### config.mk
export PLATFORM = sky130hd
export DESIGN_NAME = remote_door_state_watchdog_top_flat
export DESIGN_NICKNAME = d
export VERILOG_FILES = /design/src/sv/rdsw_pkg.sv /design/src/sv/rdsw_if.sv /design/src/sv/rdsw_state.sv /design/src/sv/rdsw_split.sv /design/src/sv/remote_door_state_watchdog_top.sv /design/src/flat_wrapper.sv
export SDC_FILE = /design/constraint.sdc
export NUM_CORES = 2
export LEC_CHECK = 0
export BUFFER_PORTS_ARGS = -buffer_cell sky130_fd_sc_hd__buf_4
export CORE_MARGIN = 2
export CORE_UTILIZATION = 60
export DETAILED_ROUTE_END_ITERATION = 8
export MAX_ROUTING_LAYER = met4
export PLACE_DENSITY = 0.77
export SETUP_SLACK_MARGIN = 0.05
export SLEW_MARGIN = 10
export SYNTH_ARGS = -nofsm -noshare
export SYNTH_HDL_FRONTEND = slang
export SYNTH_HIERARCHICAL = 1
export SYNTH_SLANG_ARGS = --single-unit
### constraint.sdc
create_clock -name clk -period 23 [get_ports clk]
set_input_delay 0 -clock clk [delete_from_list [all_inputs] [get_ports clk]]
set_output_delay 0 -clock clk [all_outputs]
set_load 0.01 [all_outputs]
### src/sv/rdsw_pkg.sv
// rdsw_pkg: shared types, codes and constants of the remote door state watchdog
// depends on nothing; every other file takes names from here by scope

package rdsw_pkg;

  localparam int TIME_W = 48;
  localparam int CFG_W  = 24;
  localparam int ADDR_W = 3;

  // request kinds
  localparam logic [1:0] KIND_TICK   = 2'd0;
  localparam logic [1:0] KIND_OPEN   = 2'd1;
  localparam logic [1:0] KIND_CLOSED = 2'd2;
  localparam logic [1:0] KIND_IGNORE = 2'd3;

  // door status codes
  localparam logic [1:0] ST_UNKNOWN = 2'd0;
  localparam logic [1:0] ST_CLOSED  = 2'd1;
  localparam logic [1:0] ST_OPEN    = 2'd2;

  // register indexes
  localparam logic [ADDR_W-1:0] REG_TIMEOUT_OPEN   = 3'd0;
  localparam logic [ADDR_W-1:0] REG_TIMEOUT_CLOSED = 3'd1;
  localparam logic [ADDR_W-1:0] REG_HB_OPEN        = 3'd2;
  localparam logic [ADDR_W-1:0] REG_HB_CLOSED      = 3'd3;
  localparam logic [ADDR_W-1:0] REG_PUSH           = 3'd4;

  // register reset values
  localparam logic [CFG_W-1:0] RST_TIMEOUT_OPEN   = 24'd45000;
  localparam logic [CFG_W-1:0] RST_TIMEOUT_CLOSED = 24'd360000;
  localparam logic [CFG_W-1:0] RST_HB_OPEN        = 24'd30000;
  localparam logic [CFG_W-1:0] RST_HB_CLOSED      = 24'd300000;
  localparam logic [CFG_W-1:0] RST_PUSH           = 24'd300000;

  // duration split: 60000 = 32 * 1875
  localparam logic [10:0] DIV_LO      = 11'd1875;
  localparam logic [10:0] MOD_2P16    = 11'd1786;  // 2^16 mod 1875
  localparam logic [10:0] MOD_2P32    = 11'd421;   // 2^32 mod 1875
  localparam logic [27:0] RCP_MIN     = 28'd146601551; // ceil(2^38 / 1875)
  localparam int          RCP_MIN_SH  = 38;
  localparam logic [17:0] RCP_LO      = 18'd143166;    // ceil(2^28 / 1875)
  localparam int          RCP_LO_SH   = 28;
  localparam logic [13:0] RCP_SEC     = 14'd8389;      // ceil(2^20 / 125)
  localparam int          RCP_SEC_SH  = 20;
  // 65536 minutes in ms, from here on minutes saturate
  localparam logic [TIME_W-1:0] MIN_SAT_DUR = 48'd3932160000;
  localparam logic [15:0]       MIN_SAT     = 16'hFFFF;

  typedef struct packed {
    logic [CFG_W-1:0] timeout_open_ms;
    logic [CFG_W-1:0] timeout_closed_ms;
    logic [CFG_W-1:0] heartbeat_open_ms;
    logic [CFG_W-1:0] heartbeat_closed_ms;
    logic [CFG_W-1:0] push_interval_ms;
  } cfg_regs_t;

  typedef struct packed {
    logic       notify_opened;
    logic       notify_closed;
    logic       went_stale;
    logic       heartbeat;
    logic       reminder;
    logic [1:0] door_status;
  } flags_t;

  typedef struct packed {
    flags_t              flags;
    logic [TIME_W-1:0]   dur;
  } item_t;

endpackage

### src/sv/rdsw_if.sv
// rdsw_in_if / rdsw_out_if: valid-ready channels of the door watchdog
// depends on rdsw_pkg for field widths

interface rdsw_in_if;
  logic                        valid;
  logic                        ready;
  logic [1:0]                  kind;
  logic [rdsw_pkg::TIME_W-1:0] now_ms;

  modport source (output valid, output kind, output now_ms, input ready);
  modport sink   (input valid, input kind, input now_ms, output ready);
endinterface

interface rdsw_out_if;
  logic        valid;
  logic        ready;
  logic        notify_opened;
  logic        notify_closed;
  logic        went_stale;
  logic        heartbeat;
  logic        reminder;
  logic [1:0]  door_status;
  logic [15:0] open_minutes;
  logic [5:0]  open_seconds;

  modport source (output valid, output notify_opened, output notify_closed,
                  output went_stale, output heartbeat, output reminder,
                  output door_status, output open_minutes, output open_seconds,
                  input ready);
  modport sink   (input valid, input notify_opened, input notify_closed,
                  input went_stale, input heartbeat, input reminder,
                  input door_status, input open_minutes, input open_seconds,
                  output ready);
endinterface

### src/sv/rdsw_state.sv
// rdsw_state: input register and door state tracker, one request per cycle while item_ready is high
// depends on rdsw_pkg and rdsw_in_if

module rdsw_state (
  input  logic                clk,
  input  logic                rst_n,
  input  rdsw_pkg::cfg_regs_t cfg,
  rdsw_in_if.sink             in_chan,
  output logic                item_valid,
  input  logic                item_ready,
  output rdsw_pkg::item_t     item
);

  logic                        in_vld_r;
  logic [1:0]                  kind_r;
  logic [rdsw_pkg::TIME_W-1:0] now_r;

  logic                        known_r, known_nxt;
  logic                        open_r, open_nxt;
  logic [rdsw_pkg::TIME_W-1:0] last_rep_r, last_rep_nxt;
  logic [rdsw_pkg::TIME_W-1:0] opened_at_r, opened_at_nxt;
  logic [rdsw_pkg::TIME_W-1:0] last_rem_r, last_rem_nxt;
  logic [rdsw_pkg::TIME_W-1:0] last_hb_r, last_hb_nxt;

  logic [rdsw_pkg::TIME_W-1:0] el_rep, el_hb, el_rem;
  logic [rdsw_pkg::CFG_W-1:0]  tmo, hbi;
  logic                        stale, hb_due, rem_due;
  logic                        fire;
  rdsw_pkg::flags_t            flags;

  assign in_chan.ready = !in_vld_r || item_ready;
  assign fire          = in_vld_r && item_ready;

  assign el_rep = now_r - last_rep_r;
  assign el_hb  = now_r - last_hb_r;
  assign el_rem = now_r - last_rem_r;

  // tick checks, stale first since it picks the heartbeat interval
  assign tmo     = open_r ? cfg.timeout_open_ms : cfg.timeout_closed_ms;
  assign stale   = known_r && (el_rep >= rdsw_pkg::TIME_W'(tmo));
  assign hbi     = (open_r && !stale) ? cfg.heartbeat_open_ms : cfg.heartbeat_closed_ms;
  assign hb_due  = el_hb >= rdsw_pkg::TIME_W'(hbi);
  assign rem_due = known_r && open_r && !stale &&
                   (el_rem >= rdsw_pkg::TIME_W'(cfg.push_interval_ms));

  always_comb begin
    known_nxt     = known_r;
    open_nxt      = open_r;
    last_rep_nxt  = last_rep_r;
    opened_at_nxt = opened_at_r;
    last_rem_nxt  = last_rem_r;
    last_hb_nxt   = last_hb_r;
    flags         = '0;
    unique case (kind_r)
      rdsw_pkg::KIND_OPEN: begin
        if (!open_r) begin
          opened_at_nxt       = now_r;
          last_rem_nxt        = now_r;
          flags.notify_opened = 1'b1;
        end
        open_nxt     = 1'b1;
        known_nxt    = 1'b1;
        last_rep_nxt = now_r;
      end
      rdsw_pkg::KIND_CLOSED: begin
        flags.notify_closed = open_r;
        open_nxt            = 1'b0;
        known_nxt           = 1'b1;
        last_rep_nxt        = now_r;
        opened_at_nxt       = '0;
      end
      rdsw_pkg::KIND_TICK: begin
        if (stale) begin
          known_nxt     = 1'b0;
          open_nxt      = 1'b0;
          opened_at_nxt = '0;
        end
        if (hb_due) begin
          last_hb_nxt = now_r;
        end
        if (rem_due) begin
          last_rem_nxt = now_r;
        end
        flags.went_stale = stale;
        flags.heartbeat  = hb_due;
        flags.reminder   = rem_due;
      end
      rdsw_pkg::KIND_IGNORE: begin
      end
      default: begin
      end
    endcase
    flags.door_status = !known_nxt ? rdsw_pkg::ST_UNKNOWN :
                        (open_nxt ? rdsw_pkg::ST_OPEN : rdsw_pkg::ST_CLOSED);
  end

  assign item_valid  = in_vld_r;
  assign item.flags  = flags;
  assign item.dur    = now_r - opened_at_r;

  always_ff @(posedge clk) begin
    if (!rst_n) begin
      in_vld_r    <= 1'b0;
      known_r     <= 1'b0;
      open_r      <= 1'b0;
      last_rep_r  <= '0;
      opened_at_r <= '0;
      last_rem_r  <= '0;
      last_hb_r   <= '0;
    end else begin
      if (in_chan.ready) begin
        in_vld_r <= in_chan.valid;
      end
      if (fire) begin
        known_r     <= known_nxt;
        open_r      <= open_nxt;
        last_rep_r  <= last_rep_nxt;
        opened_at_r <= opened_at_nxt;
        last_rem_r  <= last_rem_nxt;
        last_hb_r   <= last_hb_nxt;
      end
    end
  end

  always_ff @(posedge clk) begin
    if (in_chan.ready && in_chan.valid) begin
      kind_r <= in_chan.kind;
      now_r  <= in_chan.now_ms;
    end
  end

endmodule

### src/sv/rdsw_split.sv
// rdsw_split: pipeline that turns the open duration into minutes and seconds
// depends on rdsw_pkg and rdsw_out_if; its last stage is the result register

module rdsw_split (
  input  logic            clk,
  input  logic            rst_n,
  input  logic            item_valid,
  output logic            item_ready,
  input  rdsw_pkg::item_t item,
  rdsw_out_if.source      out_chan
);

  localparam int NSTG = 7;

  logic [NSTG:1] vld_r;
  logic [NSTG:1] vin;
  logic [NSTG:1] rdy;
  logic [NSTG:1] ld;

  rdsw_pkg::flags_t f1_r, f2_r, f3_r, f4_r, f5_r, f6_r, f7_r;

  // stage 1: fold the duration modulo 1875, cut the minutes operand
  logic [26:0] y1_r, x1_r;
  logic        sat1_r;
  logic [1:0]  lo1_r, lo2_r, lo3_r, lo4_r, lo5_r;
  // stage 2..4: further folds and the minute product
  logic [16:0] pm2_r;
  logic        sat2_r;
  logic [21:0] z2_r;
  logic [15:0] mins3_r, mins4_r, mins5_r, mins6_r, mins7_r;
  logic [17:0] w3_r;
  logic [16:0] v4_r, v5_r;
  logic [5:0]  qq5_r;
  logic [12:0] t6_r;
  logic [5:0]  secs7_r;

  logic [54:0] prod_min;
  logic [34:0] prod_lo;
  logic [26:0] prod_sec;
  logic [16:0] rem_lo;

  always_comb begin
    rdy[NSTG] = !vld_r[NSTG] || out_chan.ready;
    for (int i = NSTG - 1; i >= 1; i--) begin
      rdy[i] = !vld_r[i] || rdy[i+1];
    end
  end

  assign vin        = {vld_r[NSTG-1:1], item_valid};
  assign ld         = rdy & vin;
  assign item_ready = rdy[1];

  assign prod_min = 55'(x1_r) * 55'(rdsw_pkg::RCP_MIN);
  assign prod_lo  = 35'(v4_r) * 35'(rdsw_pkg::RCP_LO);
  assign rem_lo   = v5_r - 17'(qq5_r) * 17'(rdsw_pkg::DIV_LO);
  assign prod_sec = 27'(t6_r) * 27'(rdsw_pkg::RCP_SEC);

  always_ff @(posedge clk) begin
    if (!rst_n) begin
      vld_r <= '0;
    end else begin
      for (int i = 1; i <= NSTG; i++) begin
        if (rdy[i]) begin
          vld_r[i] <= vin[i];
        end
      end
    end
  end

  always_ff @(posedge clk) begin
    if (ld[1]) begin
      f1_r   <= item.flags;
      y1_r   <= 27'(item.dur[20:5]) +
                27'(item.dur[36:21]) * 27'(rdsw_pkg::MOD_2P16) +
                27'(item.dur[47:37]) * 27'(rdsw_pkg::MOD_2P32);
      x1_r   <= item.dur[31:5];
      sat1_r <= item.dur >= rdsw_pkg::MIN_SAT_DUR;
      lo1_r  <= item.dur[4:3];
    end
    if (ld[2]) begin
      f2_r   <= f1_r;
      pm2_r  <= prod_min[rdsw_pkg::RCP_MIN_SH +: 17];
      sat2_r <= sat1_r;
      z2_r   <= 22'(y1_r[15:0]) + 22'(y1_r[26:16]) * 22'(rdsw_pkg::MOD_2P16);
      lo2_r  <= lo1_r;
    end
    if (ld[3]) begin
      f3_r    <= f2_r;
      mins3_r <= sat2_r ? rdsw_pkg::MIN_SAT : pm2_r[15:0];
      w3_r    <= 18'(z2_r[15:0]) + 18'(z2_r[21:16]) * 18'(rdsw_pkg::MOD_2P16);
      lo3_r   <= lo2_r;
    end
    if (ld[4]) begin
      f4_r    <= f3_r;
      mins4_r <= mins3_r;
      v4_r    <= 17'(w3_r[15:0]) + 17'(w3_r[17:16]) * 17'(rdsw_pkg::MOD_2P16);
      lo4_r   <= lo3_r;
    end
    if (ld[5]) begin
      f5_r    <= f4_r;
      mins5_r <= mins4_r;
      qq5_r   <= prod_lo[rdsw_pkg::RCP_LO_SH +: 6];
      v5_r    <= v4_r;
      lo5_r   <= lo4_r;
    end
    if (ld[6]) begin
      f6_r    <= f5_r;
      mins6_r <= mins5_r;
      t6_r    <= {rem_lo[10:0], lo5_r};
    end
    if (ld[7]) begin
      f7_r    <= f6_r;
      mins7_r <= f6_r.reminder ? mins6_r : '0;
      secs7_r <= f6_r.reminder ? prod_sec[rdsw_pkg::RCP_SEC_SH +: 6] : '0;
    end
  end

  assign out_chan.valid         = vld_r[NSTG];
  assign out_chan.notify_opened = f7_r.notify_opened;
  assign out_chan.notify_closed = f7_r.notify_closed;
  assign out_chan.went_stale    = f7_r.went_stale;
  assign out_chan.heartbeat     = f7_r.heartbeat;
  assign out_chan.reminder      = f7_r.reminder;
  assign out_chan.door_status   = f7_r.door_status;
  assign out_chan.open_minutes  = mins7_r;
  assign out_chan.open_seconds  = secs7_r;

endmodule

### src/sv/remote_door_state_watchdog_top.sv
// remote_door_state_watchdog_top: door state watchdog with register file
// depends on rdsw_pkg, rdsw_if, rdsw_state and rdsw_split
//
//   channel   | dir | handshake      | payload
//   in_chan   | in  | valid / ready  | kind, now_ms
//   out_chan  | out | valid / ready  | flags, door_status, open_minutes, open_seconds
//   cfg_*     | in  | cfg_we only    | cfg_addr, cfg_wdata
//
// one request per cycle sustained while out_chan takes results; each request passes through the
// input register, then seven split stages ending in the result register; the door state
// updates on the same edge that loads the first split stage
// the state update is an unpipelined loop, the duration split is fully pipelined
// synchronous active-low reset clears state and valid bits, no clearing pass
// stalls back up stage by stage, so bubbles collapse and the input keeps taking
// requests while a result waits at the output, until all eight registers hold requests

module remote_door_state_watchdog_top (
  input  logic                          clk,
  input  logic                          rst_n,
  input  logic                          cfg_we,
  input  logic [rdsw_pkg::ADDR_W-1:0]   cfg_addr,
  input  logic [rdsw_pkg::CFG_W-1:0]    cfg_wdata,
  rdsw_in_if.sink                       in_chan,
  rdsw_out_if.source                    out_chan
);

  rdsw_pkg::cfg_regs_t cfg_r;
  rdsw_pkg::item_t     item;
  logic                item_valid;
  logic                item_ready;

  // register file; the user must write it only while idle, the block does not enforce this
  always_ff @(posedge clk) begin
    if (!rst_n) begin
      cfg_r.timeout_open_ms     <= rdsw_pkg::RST_TIMEOUT_OPEN;
      cfg_r.timeout_closed_ms   <= rdsw_pkg::RST_TIMEOUT_CLOSED;
      cfg_r.heartbeat_open_ms   <= rdsw_pkg::RST_HB_OPEN;
      cfg_r.heartbeat_closed_ms <= rdsw_pkg::RST_HB_CLOSED;
      cfg_r.push_interval_ms    <= rdsw_pkg::RST_PUSH;
    end else if (cfg_we) begin
      unique case (cfg_addr)
        rdsw_pkg::REG_TIMEOUT_OPEN:   cfg_r.timeout_open_ms     <= cfg_wdata;
        rdsw_pkg::REG_TIMEOUT_CLOSED: cfg_r.timeout_closed_ms   <= cfg_wdata;
        rdsw_pkg::REG_HB_OPEN:        cfg_r.heartbeat_open_ms   <= cfg_wdata;
        rdsw_pkg::REG_HB_CLOSED:      cfg_r.heartbeat_closed_ms <= cfg_wdata;
        rdsw_pkg::REG_PUSH:           cfg_r.push_interval_ms    <= cfg_wdata;
        default: begin
          // writes past the last register are dropped
        end
      endcase
    end
  end

  // state tracker: registers the request, updates door state, flags the result
  rdsw_state u_state (
    .clk        (clk),
    .rst_n      (rst_n),
    .cfg        (cfg_r),
    .in_chan    (in_chan),
    .item_valid (item_valid),
    .item_ready (item_ready),
    .item       (item)
  );

  // duration split into minutes and seconds, ends in the result register
  rdsw_split u_split (
    .clk        (clk),
    .rst_n      (rst_n),
    .item_valid (item_valid),
    .item_ready (item_ready),
    .item       (item),
    .out_chan   (out_chan)
  );

  // open time fields are zero unless a reminder goes out
  a_no_rem_zero: assert property (@(posedge clk) disable iff (!rst_n)
    out_chan.valid && !out_chan.reminder |->
      out_chan.open_minutes == '0 && out_chan.open_seconds == '0)
    else $error("open time fields set without reminder");

  // a reminder only goes out while the door stays known open
  a_rem_open: assert property (@(posedge clk) disable iff (!rst_n)
    out_chan.valid && out_chan.reminder |-> out_chan.door_status == rdsw_pkg::ST_OPEN)
    else $error("reminder with door not open");

  // report results carry no tick flags
  a_report_no_tick: assert property (@(posedge clk) disable iff (!rst_n)
    out_chan.valid && (out_chan.notify_opened || out_chan.notify_closed) |->
      !(out_chan.went_stale || out_chan.heartbeat || out_chan.reminder))
    else $error("tick flag on a report result");

  // the closed notification agrees with the reported status
  a_notify_status: assert property (@(posedge clk) disable iff (!rst_n)
    out_chan.valid && out_chan.notify_closed |-> out_chan.door_status == rdsw_pkg::ST_CLOSED)
    else $error("closed notification with wrong status");

endmodule

### src/flat_wrapper.sv
// flat-port wrapper written by rule: the top's interface ports become plain ports
module remote_door_state_watchdog_top_flat 
  (clk, rst_n, cfg_we, cfg_addr, cfg_wdata, in_chan_valid, in_chan_kind, in_chan_now_ms, in_chan_ready, out_chan_valid, out_chan_notify_opened, out_chan_notify_closed, out_chan_went_stale, out_chan_heartbeat, out_chan_reminder, out_chan_door_status, out_chan_open_minutes, out_chan_open_seconds, out_chan_ready);
  rdsw_in_if in_chan_i ();
  rdsw_out_if out_chan_i ();
  input  logic clk;
  input  logic rst_n;
  input  logic cfg_we;
  input  logic [rdsw_pkg::ADDR_W-1:0] cfg_addr;
  input  logic [rdsw_pkg::CFG_W-1:0] cfg_wdata;
  input wire logic [$bits(in_chan_i.valid)-1:0] in_chan_valid;
  input wire logic [$bits(in_chan_i.kind)-1:0] in_chan_kind;
  input wire logic [$bits(in_chan_i.now_ms)-1:0] in_chan_now_ms;
  output wire logic [$bits(in_chan_i.ready)-1:0] in_chan_ready;
  output wire logic [$bits(out_chan_i.valid)-1:0] out_chan_valid;
  output wire logic [$bits(out_chan_i.notify_opened)-1:0] out_chan_notify_opened;
  output wire logic [$bits(out_chan_i.notify_closed)-1:0] out_chan_notify_closed;
  output wire logic [$bits(out_chan_i.went_stale)-1:0] out_chan_went_stale;
  output wire logic [$bits(out_chan_i.heartbeat)-1:0] out_chan_heartbeat;
  output wire logic [$bits(out_chan_i.reminder)-1:0] out_chan_reminder;
  output wire logic [$bits(out_chan_i.door_status)-1:0] out_chan_door_status;
  output wire logic [$bits(out_chan_i.open_minutes)-1:0] out_chan_open_minutes;
  output wire logic [$bits(out_chan_i.open_seconds)-1:0] out_chan_open_seconds;
  input wire logic [$bits(out_chan_i.ready)-1:0] out_chan_ready;
  assign in_chan_i.valid = in_chan_valid;
  assign in_chan_i.kind = in_chan_kind;
  assign in_chan_i.now_ms = in_chan_now_ms;
  assign in_chan_ready = in_chan_i.ready;
  assign out_chan_valid = out_chan_i.valid;
  assign out_chan_notify_opened = out_chan_i.notify_opened;
  assign out_chan_notify_closed = out_chan_i.notify_closed;
  assign out_chan_went_stale = out_chan_i.went_stale;
  assign out_chan_heartbeat = out_chan_i.heartbeat;
  assign out_chan_reminder = out_chan_i.reminder;
  assign out_chan_door_status = out_chan_i.door_status;
  assign out_chan_open_minutes = out_chan_i.open_minutes;
  assign out_chan_open_seconds = out_chan_i.open_seconds;
  assign out_chan_i.ready = out_chan_ready;
  remote_door_state_watchdog_top u_core (.clk(clk), .rst_n(rst_n), .cfg_we(cfg_we), .cfg_addr(cfg_addr), .cfg_wdata(cfg_wdata), .in_chan(in_chan_i), .out_chan(out_chan_i));
endmodule
==> results.txt <==
----------------------------------------------------
[Setup path]
  Endpoint type of the worst setup path ... register
  Buffers and inverters on the worst path ... 9
  Worst Path Arrival ... 12.21 ns
  Slowest-stage cell, CP ... sky130_fd_sc_hd__edfxtp_1
  Largest fanout of any net on the critical path ... 12
  Crit-path max cell delay ... 0.67 ns
  Cell family with the largest share of critical-path delay ... adder cells
  Startpoint kind of the worst setup timing path ... register
  Data required time at the worst endpoint ... 23.38 ns
  Worst Path Class, Setup ... register to register

[Global routing]
  Gr usage total ... 0.3333
  Wire length of the first global-routing pass ... 306.1 mm
  Antenna violations before repair ... 2
  Vias in the first global route ... 55,540
  Maximum number of pins on one net before global-route repair ... 151
  Total congestion overflow ... 0

[Die]
  IO Pins ... 113
  Width of the die ... 348.2 um
  Core ar. ... 0.1178 mm^2
  Rows ... 126
  Die outline height ... 348.2 um
  Initial standard-cell utilization of the core ... 0.6034
  Area of the die ... 0.1212 mm^2

[Drt]
  Metal-1 WL ... 81.09 mm
  Initial drt markers ... 3,977
  DR WL met2 ... 93.63 mm
  Number of design rule violations left after detail routing ... 0
  Number of search-and-repair iterations in the first detailed-routing pass ... 6
  DR vias ... 53,850
  Uppermost routed layer ... met4
  Antenna viol nets, final ... 0
  Drt via density ... 5.867
  DRT Wirelength ... 193.9 mm
  Length of routed met3 wiring ... 11.52 mm
  Wire length per cell ... 21.12 um

[CTS]
  Worst-case clock buffer depth ... 3
  H-tree lvl count ... 3
  Clk sinks ... 676
  Clock Pin Slew Worst Setup and Hold Paths ... 0.07 ns
  Post-cts sizing count ... 0
  Buffer type at the clock tree root ... sky130_fd_sc_hd__clkbuf_16
  Source-to-sink clock delay at the later pin of the worst-skew pair ... 0.66 ns
  Number of setup buffers added after CTS ... 0
  CTS Buf Count ... 78
  TritonCTS clock tree ... done

[Worst hold path]
  Class of the worst hold path ... primary input to register

[STA]
  Fin crit period ... 11.83 ns
  Final Hold Viols ... 0
  Fin Clk Skew ... 0.03407 ns
  Maximum clock rate ... 84.52 MHz
  Actual transition at the worst max-transition pin ... 1.242 ns
  Final sum of negative setup slack ... 0 ns
  Max-Slew Margin vs Limit ... 0.1666
  Max Slew Vio Count ... 0
  RSZ-0062 raised after global routing ... false
  Count of final setup violators ... 0
  Post-route clock period utilization ... 0.5144

[Yosys]
  Warning count from the yosys run ... 6
  Synthesized instance count ... 7,436
  Post-synthesis area per instance ... 9.557 um^2
  Combined area of all synthesized cells ... 0.07106 mm^2
  Post-synthesis net count ... 9,217

[Place]
  Post-Place Cells ... 8,940
  HPWL after detailed placement ... 156.7 mm
  Placed instance area ... 0.07351 mm^2
  Input/output buffers ... 112
  Placer congestion estimate ... 0.9824

[Job]
  Number of maximum-capacitance constraint violations ... 0

[Layout]
  Final non-filler cell total ... 9,179
  Synth-to-Final Area Change ... 8.393%
  Layout Cell Area excl Fill ... 0.07703 mm^2
  Share of post-route cells with drive strength above 1 ... 0.05287
  Nets ... 9,358

[Status]
  Status ... completed

----------------------------------------------------
-- registers in the layout, indices dropped and copies added, names as in the netlist, 17 cells and up --
signal                      count
u_core/u_state/now_r           48
u_core/u_state/opened_at_r     48
u_core/u_state/last_rep_r      48
u_core/u_split/w3_r            18
u_core/u_state/last_hb_r       48
u_core/u_split/z2_r            22
u_core/cfg_r                  120
u_core/u_split/x1_r            27
u_core/u_split/v4_r            17
u_core/u_split/y1_r            27
u_core/u_state/last_rem_r      48
-- through the flow --
step             util  setup WS (ns)  hold WS (ns)
6_report       0.6541          11.17       0.07092
5_1_grt        0.6541          10.48       0.05267
4_1_cts        0.6541          11.22       0.01467
3_5_place_dp   0.6242          11.28        0.1793
3_3_place_gp   0.6242          11.44        0.1781
2_1_floorplan       -          12.88       0.09887
-- per-layer routing --
layer,vias up,GRT usage
met4,0,0.1202
met3,394,0.04562
met1,26320,0.4164
li1,25520,-
met5,-,-
met2,1620,0.5542
-- path summary, 6_finish.rpt --
check,start,endpoint,slack (ns),cells past startpoint
max,u_core/u_state/now_r[1]$_DFFE_PP_,u_core/u_split/y1_r[25]$_DFFE_PP_,11.17,41
min,in_chan_now_ms[36],u_core/u_state/now_r[36]$_DFFE_PP_,0.07,2
max reg2reg,u_core/u_state/now_r[1]$_DFFE_PP_,u_core/u_split/y1_r[25]$_DFFE_PP_,11.17,41
min reg2reg,u_core/u_split/mins3_r[15]$_SDFFCE_PP1P_,u_core/u_split/mins4_r[15]$_DFFE_PP_,0.39,0
-- final cells by class --
| cell class | count | area, um^2 |
|---|---|---|
| fill | 9430 | 40740 |
| multi-input combinational | 5225 | 48210 |
| antenna | 1 | 2.502 |
| timing repair buffer | 267 | 2245 |
| tap | 1536 | 1922 |
| sequential | 676 | 17080 |
| inverter | 1329 | 4989 |
| clock inverter | 50 | 466.7 |
| clock buffer | 95 | 2120 |
-- cell usage in the layout (no fill, tap or decap), types with 93 or more instances in the layout --
master,instances
sky130_fd_sc_hd__mux2i_1,280
sky130_fd_sc_hd__nand4_1,119
sky130_fd_sc_hd__nor2b_1,108
sky130_fd_sc_hd__nor3_1,122
sky130_fd_sc_hd__xnor2_1,193
sky130_fd_sc_hd__dfxtp_1,321
sky130_fd_sc_hd__nand2_1,603
sky130_fd_sc_hd__nor2_1,264
sky130_fd_sc_hd__o21ai_0,194
sky130_fd_sc_hd__fa_1,635
sky130_fd_sc_hd__a21o_1,124
sky130_fd_sc_hd__dlygate4sd3_1,93
sky130_fd_sc_hd__nand3_1,129
sky130_fd_sc_hd__buf_4,173
sky130_fd_sc_hd__ha_1,1064
sky130_fd_sc_hd__a21oi_1,335
sky130_fd_sc_hd__edfxtp_1,354
sky130_fd_sc_hd__inv_1,1329
-- worst reg2reg max path: cells and delay by family (launching register included) --
| family | cells | cell delay, ns |
|---|---|---|
| adder cells (fa/ha/maj) | 11 | 4.87 |
| buffers and inverters | 9 | 0.90 |
| flip-flops | 1 | 0.67 |
| AND/OR/NAND/NOR | 8 | 1.09 |
| AO/OA/AOI/OAI | 10 | 3.12 |
| XOR/XNOR | 3 | 0.92 |
-- timing repair --
| action | CTS | global route |
|---|---|---|
| hold buffers | 93 | 0 |
| endpoints found under the setup margin | 0 | 0 |
| hold endpoints to repair | 225 | 0 |
Power is left out: the tool's default activity adds up to more than one toggle a clock period on the data nets, which glitch-free logic cannot reach.
